==> src/rtl/cbd_pkg.sv <==
// Shared types, character codes and helpers for the chunked body decoder.
// No dependencies; every other file refers to it by scoped names.
package cbd_pkg;

  localparam int COUNT_WIDTH = 32;

  localparam logic [7:0] CHAR_CR    = 8'h0D;
  localparam logic [7:0] CHAR_LF    = 8'h0A;
  localparam logic [7:0] CHAR_SPACE = 8'h20;
  localparam logic [7:0] CHAR_TAB   = 8'h09;
  localparam logic [7:0] CHAR_ZERO  = 8'h30;
  localparam logic [7:0] CHAR_X_LO  = 8'h78;
  localparam logic [7:0] CHAR_X_UP  = 8'h58;

  typedef enum logic [1:0] {
    STATUS_BUSY = 2'd0,
    STATUS_OK   = 2'd1,
    STATUS_BAD  = 2'd2
  } status_e;

  typedef enum logic [4:0] {
    MODE_LINE_START = 5'b00001,
    MODE_LINE       = 5'b00010,
    MODE_DATA       = 5'b00100,
    MODE_OPT_CR     = 5'b01000,
    MODE_OPT_LF     = 5'b10000
  } mode_e;

  typedef enum logic [3:0] {
    PHASE_BLANK  = 4'b0001,
    PHASE_ZERO   = 4'b0010,
    PHASE_DIGITS = 4'b0100,
    PHASE_SKIP   = 4'b1000
  } phase_e;

  typedef struct packed {
    logic [7:0] data_byte;
    logic       last_byte;
  } item_t;

  typedef struct packed {
    logic [7:0] payload_byte;
    logic       payload_valid;
    status_e    decode_status;
  } result_t;

  // {is_hex, value}
  function automatic logic [4:0] hex_decode(input logic [7:0] b);
    logic [4:0] r;
    r = 5'd0;
    if (b inside {[8'h30:8'h39]}) begin
      r = {1'b1, 4'(b - 8'h30)};
    end else if (b inside {[8'h61:8'h66]}) begin
      r = {1'b1, 4'(b - 8'h57)};
    end else if (b inside {[8'h41:8'h46]}) begin
      r = {1'b1, 4'(b - 8'h37)};
    end
    return r;
  endfunction

endpackage

==> src/rtl/cbd_in_reg.sv <==
// Input register stage of the chunked body decoder.
// Uses cbd_pkg::item_t.
module cbd_in_reg (
  input  logic           clk_i,
  input  logic           rst_ni,
  input  logic           in_valid_i,
  output logic           in_stall_o,
  input  cbd_pkg::item_t item_i,
  input  logic           adv_i,
  output logic           valid_o,
  output cbd_pkg::item_t item_o
);

  logic           valid_q;
  cbd_pkg::item_t item_q;

  // Hold the word while it waits for the parser.
  assign in_stall_o = valid_q && !adv_i;

  always_ff @(posedge clk_i or negedge rst_ni) begin
    if (!rst_ni) begin
      valid_q <= 1'b0;
    end else if (!in_stall_o) begin
      valid_q <= in_valid_i;
    end
  end

  always_ff @(posedge clk_i) begin
    if (in_valid_i && !in_stall_o) begin
      item_q <= item_i;
    end
  end

  assign valid_o = valid_q;
  assign item_o  = item_q;

endmodule

==> src/rtl/cbd_parser.sv <==
// Chunk framing state and its one-byte-per-cycle update while step_i is high.
// Uses cbd_pkg types, character codes and hex_decode.
module cbd_parser #(
  parameter int CountWidth = cbd_pkg::COUNT_WIDTH
) (
  input  logic             clk_i,
  input  logic             rst_ni,
  input  logic             step_i,
  input  cbd_pkg::item_t   item_i,
  output cbd_pkg::result_t res_o
);

  cbd_pkg::mode_e          mode_q, mode_d;
  cbd_pkg::phase_e         phase_q, phase_d;
  logic [CountWidth-1:0]   left_q, left_d;
  logic                    term_q, term_d;

  logic [7:0]              b;
  logic [4:0]              hex;
  logic                    line_en;
  logic [CountWidth-1:0]   digit_left;

  assign b   = item_i.data_byte;
  assign hex = cbd_pkg::hex_decode(b);

  // Saturate once any of the top four bits would shift out.
  assign digit_left = (|left_q[CountWidth-1 -: 4]) ? {CountWidth{1'b1}}
                    : {left_q[CountWidth-5:0], hex[3:0]};

  always_comb begin
    mode_d  = mode_q;
    phase_d = phase_q;
    left_d  = left_q;
    term_d  = term_q;
    line_en = 1'b0;
    res_o   = '{payload_byte: 8'd0, payload_valid: 1'b0,
                decode_status: cbd_pkg::STATUS_BUSY};

    if (!term_q) begin
      case (mode_q)
        cbd_pkg::MODE_DATA: begin
          res_o.payload_byte  = b;
          res_o.payload_valid = 1'b1;
          left_d = left_q - CountWidth'(1);
          if (left_q == CountWidth'(1)) begin
            mode_d = cbd_pkg::MODE_OPT_CR;
          end
        end
        cbd_pkg::MODE_OPT_CR: begin
          if (b == cbd_pkg::CHAR_CR) begin
            mode_d = cbd_pkg::MODE_OPT_LF;
          end else if (b == cbd_pkg::CHAR_LF) begin
            mode_d = cbd_pkg::MODE_LINE_START;
          end else begin
            line_en = 1'b1;
          end
        end
        cbd_pkg::MODE_OPT_LF: begin
          if (b == cbd_pkg::CHAR_LF) begin
            mode_d = cbd_pkg::MODE_LINE_START;
          end else begin
            line_en = 1'b1;
          end
        end
        default: begin
          line_en = 1'b1;
        end
      endcase
    end

    if (line_en) begin
      if (b == cbd_pkg::CHAR_LF) begin
        if (left_q == '0) begin
          term_d = 1'b1;
        end else begin
          mode_d = cbd_pkg::MODE_DATA;
        end
        phase_d = cbd_pkg::PHASE_BLANK;
      end else begin
        mode_d = cbd_pkg::MODE_LINE;
        case (phase_q)
          cbd_pkg::PHASE_BLANK: begin
            if (b == cbd_pkg::CHAR_SPACE || b == cbd_pkg::CHAR_TAB) begin
              phase_d = cbd_pkg::PHASE_BLANK;
            end else if (b == cbd_pkg::CHAR_ZERO) begin
              phase_d = cbd_pkg::PHASE_ZERO;
            end else if (hex[4]) begin
              left_d  = digit_left;
              phase_d = cbd_pkg::PHASE_DIGITS;
            end else begin
              phase_d = cbd_pkg::PHASE_SKIP;
            end
          end
          cbd_pkg::PHASE_ZERO: begin
            if (b == cbd_pkg::CHAR_X_LO || b == cbd_pkg::CHAR_X_UP) begin
              phase_d = cbd_pkg::PHASE_DIGITS;
            end else if (hex[4]) begin
              left_d  = digit_left;
              phase_d = cbd_pkg::PHASE_DIGITS;
            end else begin
              phase_d = cbd_pkg::PHASE_SKIP;
            end
          end
          cbd_pkg::PHASE_DIGITS: begin
            if (hex[4]) begin
              left_d = digit_left;
            end else begin
              phase_d = cbd_pkg::PHASE_SKIP;
            end
          end
          default: begin
            phase_d = phase_q;
          end
        endcase
      end
    end

    // Report on the final word, then start a fresh body.
    if (item_i.last_byte) begin
      if (term_d) begin
        res_o.decode_status = cbd_pkg::STATUS_OK;
      end else if (mode_d == cbd_pkg::MODE_LINE || mode_d == cbd_pkg::MODE_DATA) begin
        res_o.decode_status = cbd_pkg::STATUS_BAD;
      end else begin
        res_o.decode_status = cbd_pkg::STATUS_OK;
      end
      mode_d  = cbd_pkg::MODE_LINE_START;
      phase_d = cbd_pkg::PHASE_BLANK;
      left_d  = '0;
      term_d  = 1'b0;
    end
  end

  always_ff @(posedge clk_i or negedge rst_ni) begin
    if (!rst_ni) begin
      mode_q  <= cbd_pkg::MODE_LINE_START;
      phase_q <= cbd_pkg::PHASE_BLANK;
      left_q  <= '0;
      term_q  <= 1'b0;
    end else if (step_i) begin
      mode_q  <= mode_d;
      phase_q <= phase_d;
      left_q  <= left_d;
      term_q  <= term_d;
    end
  end

endmodule

==> src/rtl/cbd_out_reg.sv <==
// Result register of the chunked body decoder.
// Uses cbd_pkg::result_t.
module cbd_out_reg (
  input  logic             clk_i,
  input  logic             rst_ni,
  input  logic             valid_i,
  output logic             ready_o,
  input  cbd_pkg::result_t res_i,
  output logic             out_valid_o,
  input  logic             out_stall_i,
  output cbd_pkg::result_t res_o
);

  logic             valid_q;
  cbd_pkg::result_t res_q;

  // Load when empty or when the held word leaves this cycle.
  assign ready_o = !valid_q || !out_stall_i;

  always_ff @(posedge clk_i or negedge rst_ni) begin
    if (!rst_ni) begin
      valid_q <= 1'b0;
    end else if (ready_o) begin
      valid_q <= valid_i;
    end
  end

  always_ff @(posedge clk_i) begin
    if (ready_o && valid_i) begin
      res_q <= res_i;
    end
  end

  assign out_valid_o = valid_q;
  assign res_o       = res_q;

endmodule

==> src/rtl/chunked_body_decoder.sv <==
// Top level of the chunked body decoder.
// Instantiates cbd_in_reg, cbd_parser and cbd_out_reg; uses cbd_pkg.
//
// Usage:
//   Input channel: in_valid_i / in_stall_o with data_byte_i and last_byte_i,
//   one raw body byte per word; last_byte_i marks the final byte of a body.
//   Output channel: out_valid_o / out_stall_i with payload_byte_o,
//   payload_valid_o and decode_status_o, exactly one word per input word.
//   decode_status_o is nonzero only on the word for the final byte
//   (1 ok, 2 malformed); after it the decoder starts a new body.
//   Path: a byte accepted into the input register passes the parser and is
//   captured in the result register, from which the receiver takes it.
//   Throughput: one byte per cycle while out_stall_i does not hold a result;
//   the framing state updates as each byte moves into the result register.
//   Stall: while out_stall_i holds a result, in_stall_o is high once the
//   input register is full; an empty one still takes one more word.
//   Reset: both registers empty, framing state at line start, count zero.
module chunked_body_decoder #(
  parameter int CountWidth = cbd_pkg::COUNT_WIDTH
) (
  input  logic       clk_i,
  input  logic       rst_ni,
  input  logic       in_valid_i,
  output logic       in_stall_o,
  input  logic [7:0] data_byte_i,
  input  logic       last_byte_i,
  output logic       out_valid_o,
  input  logic       out_stall_i,
  output logic [7:0] payload_byte_o,
  output logic       payload_valid_o,
  output logic [1:0] decode_status_o
);

  cbd_pkg::item_t   in_item;
  cbd_pkg::item_t   item_q;
  logic             item_valid;
  logic             out_ready;
  cbd_pkg::result_t res;
  cbd_pkg::result_t res_q;

  assign in_item = '{data_byte: data_byte_i, last_byte: last_byte_i};

  cbd_in_reg u_in_reg (
    .clk_i      (clk_i),
    .rst_ni     (rst_ni),
    .in_valid_i (in_valid_i),
    .in_stall_o (in_stall_o),
    .item_i     (in_item),
    .adv_i      (out_ready),
    .valid_o    (item_valid),
    .item_o     (item_q)
  );

  cbd_parser #(
    .CountWidth (CountWidth)
  ) u_parser (
    .clk_i  (clk_i),
    .rst_ni (rst_ni),
    .step_i (item_valid && out_ready),
    .item_i (item_q),
    .res_o  (res)
  );

  cbd_out_reg u_out_reg (
    .clk_i       (clk_i),
    .rst_ni      (rst_ni),
    .valid_i     (item_valid),
    .ready_o     (out_ready),
    .res_i       (res),
    .out_valid_o (out_valid_o),
    .out_stall_i (out_stall_i),
    .res_o       (res_q)
  );

  assign payload_byte_o  = res_q.payload_byte;
  assign payload_valid_o = res_q.payload_valid;
  assign decode_status_o = res_q.decode_status;

endmodule

==> config.mk <==
export PLATFORM = sky130hd
export DESIGN_NAME = chunked_body_decoder
export DESIGN_NICKNAME = d
export VERILOG_FILES = /design/src/rtl/cbd_pkg.sv /design/src/rtl/cbd_in_reg.sv /design/src/rtl/cbd_parser.sv /design/src/rtl/cbd_out_reg.sv /design/src/rtl/chunked_body_decoder.sv
export SDC_FILE = /design/constraint.sdc
export NUM_CORES = 1
export LEC_CHECK = 0
export BUFFER_PORTS_ARGS = -buffer_cell sky130_fd_sc_hd__buf_2
export CORE_AREA = 4 4 116 118
export DETAILED_ROUTE_END_ITERATION = 8
export DIE_AREA = 0 0 120 122
export GPL_ROUTABILITY_DRIVEN = 1
export PLACE_DENSITY = 0.61
export SLEW_MARGIN = 30
export SYNTH_ARGS = -nofsm -noshare
export SYNTH_HDL_FRONTEND = slang
export SYNTH_SLANG_ARGS = --single-unit
==> constraint.sdc <==
create_clock -name clk_i -period 5.62 [get_ports clk_i]
set_clock_uncertainty 0.2 [all_clocks]
set_input_delay 0.843 -clock clk_i [delete_from_list [all_inputs] [get_ports clk_i]]
set_output_delay 0.843 -clock clk_i [all_outputs]
set_load 0.03 [all_outputs]
==> impl_metrics.py, run 1 <==
metrics = {
    "run_status": {
        "status": "completed",
    },
    "logic_synthesis": {
        "ys_ff_latch": 64,
        "leading_post_synthesis_cells_by_cell_area": "dfrtp_1 25%, edfxtp_1 14%, nor2_1 4.0%",
        "synth_cell_types": 82,
        "post-synth-top-area-cell": "dfrtp_1",
        "synth_enable_flop_cells": 20,
        "syn-cell-area_sq_um": 4280,
        "synth_top_flop_cell": "dfrtp_1",
        "synth_most_common_cell": "nor2_1",
        "synth_top_area_share_pct": 24.5,
        "postSynth.asyncResetShare_pct": 68.8,
        "synthesis.yosys.warnings": 0,
        "mappedNetlistNets": 497,
        "synth_area_per_cell_sq_um": 8.96,
        "post_synth_inst_count": 478,
        "synth_sequential_area_ratio_pct": 39.8,
        "synthTopCellsByCount": "46 x nor2_1, 42 x dfrtp_1, 32 x o21ai_0",
    },
    "cts": {
        "cts_buffers": 9,
        "worst_skew_pair.late_latency_ns": 0.34,
        "post_cts_resized": 0,
        "root_buffer": "clkbuf_16",
        "cts_setup_buffers": 0,
        "cts_htree_levels": 3,
        "cts_tree": "built",
        "clock_pin_slew_worst_setup_and_hold_paths_ns": 0.06,
        "clkSinkCount": 64,
        "cts_hold_buf": 0,
        "max-clock-path-buffers": 2,
    },
    "sta": {
        "slew_headroom_pct": 48.1,
        "clock.fmax_mhz": 295,
        "worst_pin_slew_ns": 0.778,
        "post-route-min-period_ns": 3.39,
        "finalSetupViolations": 0,
        "period_share_pct": 60.3,
        "finalMaxSlewViolations": 0,
        "hold_viol_final": 0,
        "rsz0062_at_grt": "no",
        "finalSetupTns_ns": 0,
    },
    "detailed_routing": {
        "firstDrtPassIters": 5,
        "drc": 0,
        "wl_per_cell_um": 18.4,
        "detailedRoute.firstIterationViolations": 382,
        "detail_route.wirelength_mm": 12.2,
        "total_via_count_after_detailed_routing": 4090,
        "drt.antenna.violating_nets": 0,
        "vias_per_cell": 6.18,
    },
    "global_routing": {
        "grt_pass1_wl_mm": 20.3,
        "maximum_number_of_pins_on_one_net_before_global_route_repair": 45,
        "overall_fraction_of_global_route_tracks_in_use_pct": 17.2,
        "first_global_vias": 3916,
        "grt_remaining_overflow": 0,
        "antenna_found_initial": 0,
    },
    "critical_path": {
        "timing.critical_path.from_type": "flop",
        "worstPathMaxFanout": 30,
        "reg2reg_setup_slack_ns": 2.23,
        "crit-reg2reg-launch": "u_in_reg.item_o[1]",
        "worstPathRequired_ns": 5.61,
        "end_kind": "flop",
        "arrival_time_of_the_worst_setup_path_ns": 3.38,
        "critical_path_class": "reg2reg",
        "r2r-end": "u_parser.left_q[9]",
        "critPathLaunch": "u_in_reg.item_o[1]",
        "critical_path.endpoint": "u_parser.left_q[9]",
        "reg2reg_depth": 9,
    },
    "power_and_ir_drop": {
        "power.density_nw_per_um2": 319,
        "pwr_total_mw": 1.54,
        "vdd_ir_drop_max_v": 0.000130,
        "total_leakage_power_nw": 1.87,
    },
    "layout": {
        "finalInstanceArea_sq_um": 4820,
        "area_growth_syn_to_layout_pct": 12.5,
        "antennaDiodeCount": 0,
        "fillers": 1225,
        "multi_input_area_sq_um": 2390,
        "nNetsFinal": 504,
        "final_layout_size_suffix_gt1_share_pct": 13.5,
        "final-seq-area_sq_um": 1700,
    },
    "die": {
        "die_height_um": 122,
        "floorplan.initialDensity_pct": 34.4,
        "core-area_sq_um": 12500,
        "top_level_ports": 26,
        "dieWidth_um": 120,
        "num_rows": 41,
        "area_enclosed_by_the_die_boundary_sq_um": 14600,
    },
    "worst_hold_path": {
        "worstHoldPathType": "reg2reg",
    },
    "placement": {
        "finalWeightedCongestion": 0.838,
        "port-buffer-count": 25,
        "dp.final_hpwl_mm": 8.46,
        "placed_area_sq_um": 4520,
    },
    "job": {
        "drv.max_cap_violation_count": 0,
    },
}
[worst max-delay path, stage by stage (launching register included)]
cell	delay, ns
edfxtp_1	0.46
inv_1	0.14
ha_1	0.27
nor3b_1	0.15
or4_1	0.45
a21oi_1	0.40
o211ai_2	0.13
buf_4	0.26
a21oi_1	0.59
o22ai_1	0.19
[through the flow]
step	std cells	hold WS, ns	utilization (%)	setup slack [ns]
2_1_floorplan	478	0.257	-	2.84
3_3_place_gp	646	0.286	36.3	2.44
3_5_place_dp	646	0.292	36.3	2.25
4_1_cts	662	0.313	38.7	2.26
5_1_grt	662	0.347	38.7	1.98
6_report	662	0.300	38.7	2.23
[worst min path at each step]
stage | start | endpoint | slack, ns | cells after the start
after floorplan | u_in_reg.valid_o | u_out_reg.out_valid_o | 0.26 | 1
after global placement | u_in_reg.valid_o | u_out_reg.out_valid_o | 0.29 | 1
after detailed placement | u_in_reg.valid_o | u_out_reg.out_valid_o | 0.29 | 1
after CTS | u_in_reg.valid_o | u_out_reg.out_valid_o | 0.31 | 1
after global routing | u_in_reg.valid_o | u_out_reg.out_valid_o | 0.35 | 1
final | u_in_reg.valid_o | u_out_reg.out_valid_o | 0.30 | 1
[layout by cell type, fill, tap and decap left out, types with 5 or more instances in the layout]
cell type and count:
nand3_1 20, a21o_1 6, o211ai_1 8, nand4_1 8, or4_1 7, o22ai_1 9, nor3_1 18, o31a_1 5
clkbuf_16 10, inv_1 13, a21oi_1 10, nor2b_1 5, nor4_1 10, ha_1 6, and3_1 7, nor2_1 46
or3_1 9, xnor2_1 5, o2bb2ai_1 5, a31oi_1 12, o21ai_0 32, and2_1 5, buf_2 24, a32o_1 7
dfrtp_1 42, nand2_1 27, o31ai_1 12, a2bb2oi_1 6, edfxtp_1 20, buf_4 6
[sequential cells by signal (all words and copies together) (netlist names)]
signal                 flops
u_in_reg.item_o            9
u_out_reg.out_valid_o      1
u_parser.mode_q            5
u_parser.term_q            1
u_parser.phase_q           4
u_out_reg.res_o           11
u_in_reg.valid_o           1
u_parser.left_q           32
[layout make-up]
class	instances	area share (%)
clock buffers	14	5.92
clock inverters	2	0.208
inverters	13	1.01
multi-input cells	367	49.6
flip-flops and latches	64	35.4
well taps	172	4.47
repair buffers	30	3.43
[routing by layer]
layer  vias to the layer above  global-route usage [%]  wire, um
li1                       1883                       -         -
met1                      1980                    23.0      5250
met2                       186                    27.2      5690
met3                        41                    2.60       771
met4                         0                    8.59       454
met5                         -                       0         0
[power breakdown]
group          internal, mW  switching [mW]  total (mW)
Sequential            0.530          0.0727       0.602
Combinational         0.138           0.248       0.386
Clock                 0.348           0.201       0.549
Total                  1.02           0.521        1.54
[cell families (layout without fill, tap and decap cells)]
| group | after synthesis | count (layout) | synth area share, % |
|---|---|---|---|
| DFF | 64 | 64 | 39.8 |
| buffers and inverters | 47 | 59 | 4.53 |
| AOI/OAI and AO/OA | 161 | 161 | 27.3 |
| muxes | 1 | 1 | 0.234 |
| and+or+nand+nor | 193 | 193 | 25.1 |
| xor gates and xnor gates | 6 | 6 | 1.23 |
| adders and majority gates | 6 | 6 | 1.75 |
No activity file was read; power rests on OpenSTA's default activity.
==> run 2: changes to the inputs <==
- PLACE_DENSITY: 0.61 -> 0.63
- clock period: 5.62 -> 2.9 ns (I/O delays scaled with it)
==> run 2 against run 1 <==
  * Sequential share of layout area down 2.9 points
  * Global-route usage up 1.0 points
  * Final cell count rose by 8.0%
  * Die area unchanged
==> impl_metrics.py, run 2 (same netlist as run 1, synthesis figures left out) <==
metrics = {
    "cts": {
        "root_buffer": "clkbuf_16",
        "cts_tree": "built",
        "max-clock-path-buffers": 2,
        "cts_buffers": 9,
        "worst_skew_pair.late_latency_ns": 0.33,
        "clkSinkCount": 64,
        "cts_htree_levels": 3,
        "clock_pin_slew_worst_setup_and_hold_paths_ns": 0.05,
    },
    "run_status": {
        "status": "completed",
    },
    "detailed_routing": {
        "vias_per_cell": 6.07,
        "drc": 0,
        "wl_per_cell_um": 18.6,
        "drt.antenna.violating_nets": 0,
        "firstDrtPassIters": 5,
        "detailedRoute.firstIterationViolations": 571,
        "total_via_count_after_detailed_routing": 4341,
        "detail_route.wirelength_mm": 13.3,
    },
    "layout": {
        "nNetsFinal": 557,
        "largest_register_ff_count": 32,
        "most-common-layout-cells": "57 x buf_4, 46 x nor2_1, 42 x dfrtp_1",
        "largest-register": "u_parser.left_q",
        "finish.cell_count_without_fillers": 715,
        "antennaDiodeCount": 0,
        "final_layout_size_suffix_gt1_share_pct": 22.7,
        "leading_cell_type_in_the_layout_fill_and_taps_excluded": "buf_4",
        "area_growth_syn_to_layout_pct": 22.6,
    },
    "sta": {
        "worst_pin_slew_ns": 0.861,
        "setup_ws_ns": 0.0821,
        "finalSetupTns_ns": 0,
        "finalHoldWorstSlack_ns": 0.0756,
        "finalSetupViolations": 0,
        "hold_viol_final": 0,
        "slew_headroom_pct": 42.6,
        "post-route-min-period_ns": 2.82,
        "clock.fmax_mhz": 355,
        "period_share_pct": 97.2,
        "finalMaxSlewViolations": 0,
    },
    "critical_path": {
        "cp_common_cell": "or4_1",
        "timing.critical_path.slowest_cell_delay_ns": 0.61,
        "timing.critical_path.slowest_stage_cell": "or4_1",
        "worstPathRequired_ns": 2.95,
        "timing.critical_path.from_type": "flop",
        "end_kind": "flop",
        "worstPathCellList": "or4_1 > nor4_2 > or3_1 > a211oi_1 > buf_4 > or4_1 > o211ai_1",
        "reg2reg_depth": 7,
        "reg2reg_setup_slack_ns": 0.08,
        "arrival_time_of_the_worst_setup_path_ns": 2.87,
        "crit-reg2reg-launch": "u_in_reg.item_o[5]",
        "r2r-end": "u_parser.left_q[8]",
        "worstPathMaxFanout": 4,
        "critical_path_class": "reg2reg",
    },
    "global_routing": {
        "antenna_found_initial": 0,
        "overall_fraction_of_global_route_tracks_in_use_pct": 18.2,
        "grt_pass1_wl_mm": 21.4,
        "grt_remaining_overflow": 0,
        "maximum_number_of_pins_on_one_net_before_global_route_repair": 45,
        "first_global_vias": 4181,
    },
    "power_and_ir_drop": {
        "total_leakage_power_nw": 2.12,
        "vdd_ir_drop_max_v": 0.000302,
        "power.density_nw_per_um2": 580,
        "pwr_total_mw": 3.05,
    },
    "placement": {
        "finalWeightedCongestion": 0.938,
        "dp.final_hpwl_mm": 9.55,
        "dp_cells": 695,
        "dp_slack_ns": 0.0666,
        "port-buffer-count": 25,
    },
    "die": {
        "top_level_ports": 26,
        "floorplan.initialDensity_pct": 34.4,
        "die_height_um": 122,
        "num_rows": 41,
        "dieWidth_um": 120,
        "core-area_sq_um": 12500,
        "area_enclosed_by_the_die_boundary_sq_um": 14600,
    },
    "worst_hold_path": {
        "hold_depth": 1,
        "timing.hold.worst.start": "data_byte_i[3]",
        "worstHoldPathType": "in2reg",
        "worstHoldEndpoint": "u_in_reg.item_o[4]",
    },
    "job": {
        "drv.max_cap_violation_count": 0,
    },
}
-- run 2: repair_timing --
item	4_1_cts	5_1_grt
hold buffers	1	0
endpoints found under the setup margin	0	28
resized for setup	0	15
setup buffers	0	3
endpoints found under the hold margin	42	0
-- run 2: per-layer routing --
metal	wire length, um	track usage, %
met1	5890	24.6
met3	918	3.11
met4	303	7.09
met5	0	0
met2	6190	29.2
-- run 2: power breakdown --
part	switching [mW]	internal, mW
logic	0.586	0.362
clock network	0.373	0.601
registers	0.0976	1.03
total	1.06	1.99
-- run 2: worst max-delay path by stage --
stage / startpoint / to / depth (start not counted)
floorplan: u_in_reg.item_o[1] / u_parser.left_q[17] / 10
global placement: u_in_reg.item_o[1] / u_parser.left_q[11] / 9
detailed placement: u_in_reg.item_o[1] / u_parser.left_q[16] / 9
CTS: u_in_reg.item_o[1] / u_parser.left_q[11] / 9
global route: u_in_reg.item_o[5] / u_parser.left_q[8] / 8
finish: u_in_reg.item_o[5] / u_parser.left_q[8] / 7
-- run 2: cell type report --
class | count | area (sq um)
well taps | 172 | 215
inverters | 13 | 48.8
clock inverters | 1 | 5.00
flip-flops and latches | 64 | 1700
multi-input cells | 367 | 2450
clock buffers | 15 | 258
fillers | 1196 | 7220
repair buffers | 83 | 569
-- run 2: critical path, delay by kind of cell, from the launching register on --
family,cells,cell delay (ns)
buf+inv,1,0.16
flops,1,0.43
compound gates,2,0.18
simple gates,4,1.76
-- run 2: per-stage QoR --
| stage | util (%) | instance area, sq um |
|---|---|---|
| 2_1_floorplan | - | 4280 |
| 3_3_place_gp | 39.2 | 4880 |
| 3_5_place_dp | 39.2 | 4890 |
| 4_1_cts | 41.4 | 5160 |
| 5_1_grt | 42.1 | 5250 |
| 6_report | 42.1 | 5250 |
==> run 3: changes to the inputs <==
- PLACE_DENSITY: 0.63 -> 0.55
- clock period: 2.9 -> 2.5 ns (I/O delays scaled with it)
==> run 3 against run 2 <==
  * The flow now finishes with violations (setup timing)
  * First-iteration DRC count is 19% lower
  * Clock-buffer cell count is 3 lower
  * Total power is 38% higher
  * Register-to-register slack worse by 0.20 ns
  * Die area stayed put
  * Sequential share of layout area is 6.0 points lower
  * Via count is 6.6% higher
  * Sequential power is 13% higher
  * Global-route usage is 2.4 points higher
  * Critical path type unchanged
  * Largest cell class unchanged
  * Highest routed layer unchanged
==> impl_metrics.py, run 3 (same netlist as run 1, synthesis figures left out) <==
metrics = {
    "run_status": {
        "status": "complete, but fails checks",
        "violations": "setup timing",
    },
    "die": {
        "area_enclosed_by_the_die_boundary_sq_um": 14600,
        "num_rows": 41,
        "die_height_um": 122,
        "dieWidth_um": 120,
        "floorplan.initialDensity_pct": 34.4,
        "core-area_sq_um": 12500,
        "top_level_ports": 26,
    },
    "detailed_routing": {
        "firstDrtPassIters": 5,
        "wl_per_cell_um": 19.0,
        "drc": 0,
        "total_via_count_after_detailed_routing": 4626,
        "vias_per_cell": 5.86,
        "detail_route.wirelength_mm": 15.0,
        "drt.antenna.violating_nets": 0,
        "detailedRoute.firstIterationViolations": 465,
    },
    "critical_path": {
        "reg2reg_depth": 9,
        "critPathTopFamily": "compound AO/OA/AOI/OAI gates",
        "arrival_time_of_the_worst_setup_path_ns": 2.64,
        "crit-reg2reg-launch": "u_in_reg.item_o[2]",
        "worstPathMaxFanout": 7,
        "worstPathRequired_ns": 2.52,
        "timing.critical_path.slowest_cell_delay_ns": 0.47,
        "crit_buf_inv": 2,
        "reg2reg_setup_slack_ns": -0.12,
        "r2r-end": "u_parser.left_q[30]",
        "timing.critical_path.slowest_stage_cell": "or4b_4",
        "worstPathCellList": "inv_2 > ha_4 > or4b_4 > a2bb2oi_4 > a21o_4 > o211ai_4 > buf_6 > a21oi_2 > o31a_1",
        "end_kind": "flop",
        "timing.critical_path.from_type": "flop",
        "critical_path_class": "reg2reg",
    },
    "worst_hold_path": {
        "worstHoldPathType": "in2reg",
        "worstHoldEndpoint": "u_in_reg.item_o[0]",
        "timing.hold.worst.start": "last_byte_i",
        "hold_depth": 1,
    },
    "layout": {
        "area_growth_syn_to_layout_pct": 50.5,
        "leading_cell_type_in_the_layout_fill_and_taps_excluded": "buf_4",
        "fillers": 1147,
        "most-common-layout-cells": "110 x buf_4, 42 x nor2_1, 42 x dfrtp_1",
        "largest-register": "u_parser.left_q",
        "final-seq-area_sq_um": 1700,
        "antennaDiodeCount": 0,
        "nNetsFinal": 632,
        "multi_input_area_sq_um": 2970,
        "final_core_utilization_pct": 51.7,
        "final_layout_size_suffix_gt1_share_pct": 43.2,
        "largest_register_ff_count": 32,
    },
    "sta": {
        "slew_headroom_pct": 59.8,
        "finalMaxSlewViolations": 0,
        "finalSetupViolations": 25,
        "setup_ws_ns": -0.115,
        "finalSetupTns_ns": -1.25,
        "period_share_pct": 105,
        "rsz0062_at_grt": "yes",
        "hold_viol_final": 0,
        "post-route-min-period_ns": 2.62,
        "clock.fmax_mhz": 382,
        "worst_pin_slew_ns": 0.603,
    },
    "cts": {
        "cts_htree_levels": 3,
        "worst_skew_pair.late_latency_ns": 0.34,
        "cts_buffers": 9,
        "root_buffer": "clkbuf_16",
        "clock_pin_slew_worst_setup_and_hold_paths_ns": 0.05,
        "max-clock-path-buffers": 2,
        "cts_tree": "built",
        "clkSinkCount": 64,
    },
    "placement": {
        "dp.final_hpwl_mm": 10.6,
        "dp_slack_ns": -0.195,
        "port-buffer-count": 25,
        "finalWeightedCongestion": 0.907,
    },
    "global_routing": {
        "overall_fraction_of_global_route_tracks_in_use_pct": 20.6,
        "maximum_number_of_pins_on_one_net_before_global_route_repair": 45,
        "grt_pass1_wl_mm": 23.8,
        "first_global_vias": 4480,
        "grt_remaining_overflow": 0,
        "antenna_found_initial": 0,
    },
    "power_and_ir_drop": {
        "vdd_ir_drop_max_v": 0.000265,
        "power.density_nw_per_um2": 654,
        "total_leakage_power_nw": 2.63,
    },
    "job": {
        "drv.max_cap_violation_count": 0,
    },
}
==> run 3: worst max-delay path by stage <==
stage / start / to / slack, ns / depth (start not counted)
6_report: u_in_reg.item_o[2] / u_parser.left_q[30] / -0.12 / 9
5_1_grt: u_in_reg.item_o[2] / u_parser.left_q[4] / -0.18 / 9
4_1_cts: u_in_reg.item_o[1] / u_parser.left_q[15] / -0.09 / 8
3_5_place_dp: u_in_reg.item_o[8] / u_parser.left_q[24] / -0.19 / 8
3_3_place_gp: u_in_reg.item_o[1] / u_parser.phase_q[2] / -0.17 / 11
2_1_floorplan: u_in_reg.item_o[2] / u_parser.left_q[24] / -0.08 / 9
==> run 3: where the power goes <==
part | switching (mW) | total, mW | leakage (nW) | internal [mW]
Sequential | 0.0796 | 1.27 | 0.787 | 1.19
Clock | 0.466 | 1.33 | 0.148 | 0.868
Combinational | 0.885 | 1.61 | 1.69 | 0.727
==> run 3: through the flow <==
step / instances / hold WS (ns) / area, sq um / total power, mW
3_5_place_dp: 760 / 0.288 / 5420 / 2.55
2_1_floorplan: 478 / -0.121 / 4340 / 2.01
4_1_cts: 786 / 0.00143 / 6060 / 4.04
6_report: 790 / 0.00976 / 6440 / 4.22
5_1_grt: 790 / 0.00973 / 6440 / 4.41
3_3_place_gp: 760 / 0.278 / 5420 / 2.53
==> run 3: routing by layer <==
layer  up-vias  global-route usage (%)  wire length [um]
met5         -                       0                 0
met4         0                    8.52               439
met3        36                    2.97               697
met2       162                    32.9              6990
met1      2278                    27.9              6900
li1       2150                       -                 -
==> run 3: area by class of cell <==
type	count	area share (%)
repair buffers	157	18.7
clock buffers	12	3.67
multi-input cells	368	46.0
clock inverters	4	1.07
flip-flops and latches	64	26.4
inverters	13	0.757
well taps	172	3.34
==> run 3: timing repair <==
action	4_1_cts	5_1_grt
gates cloned	2	0
hold endpoints to repair	43	0
gates resized for setup	59	72
buffers inserted	7	4
pin swaps	22	35
setup endpoints to repair	38	41
hold buffers	2	0
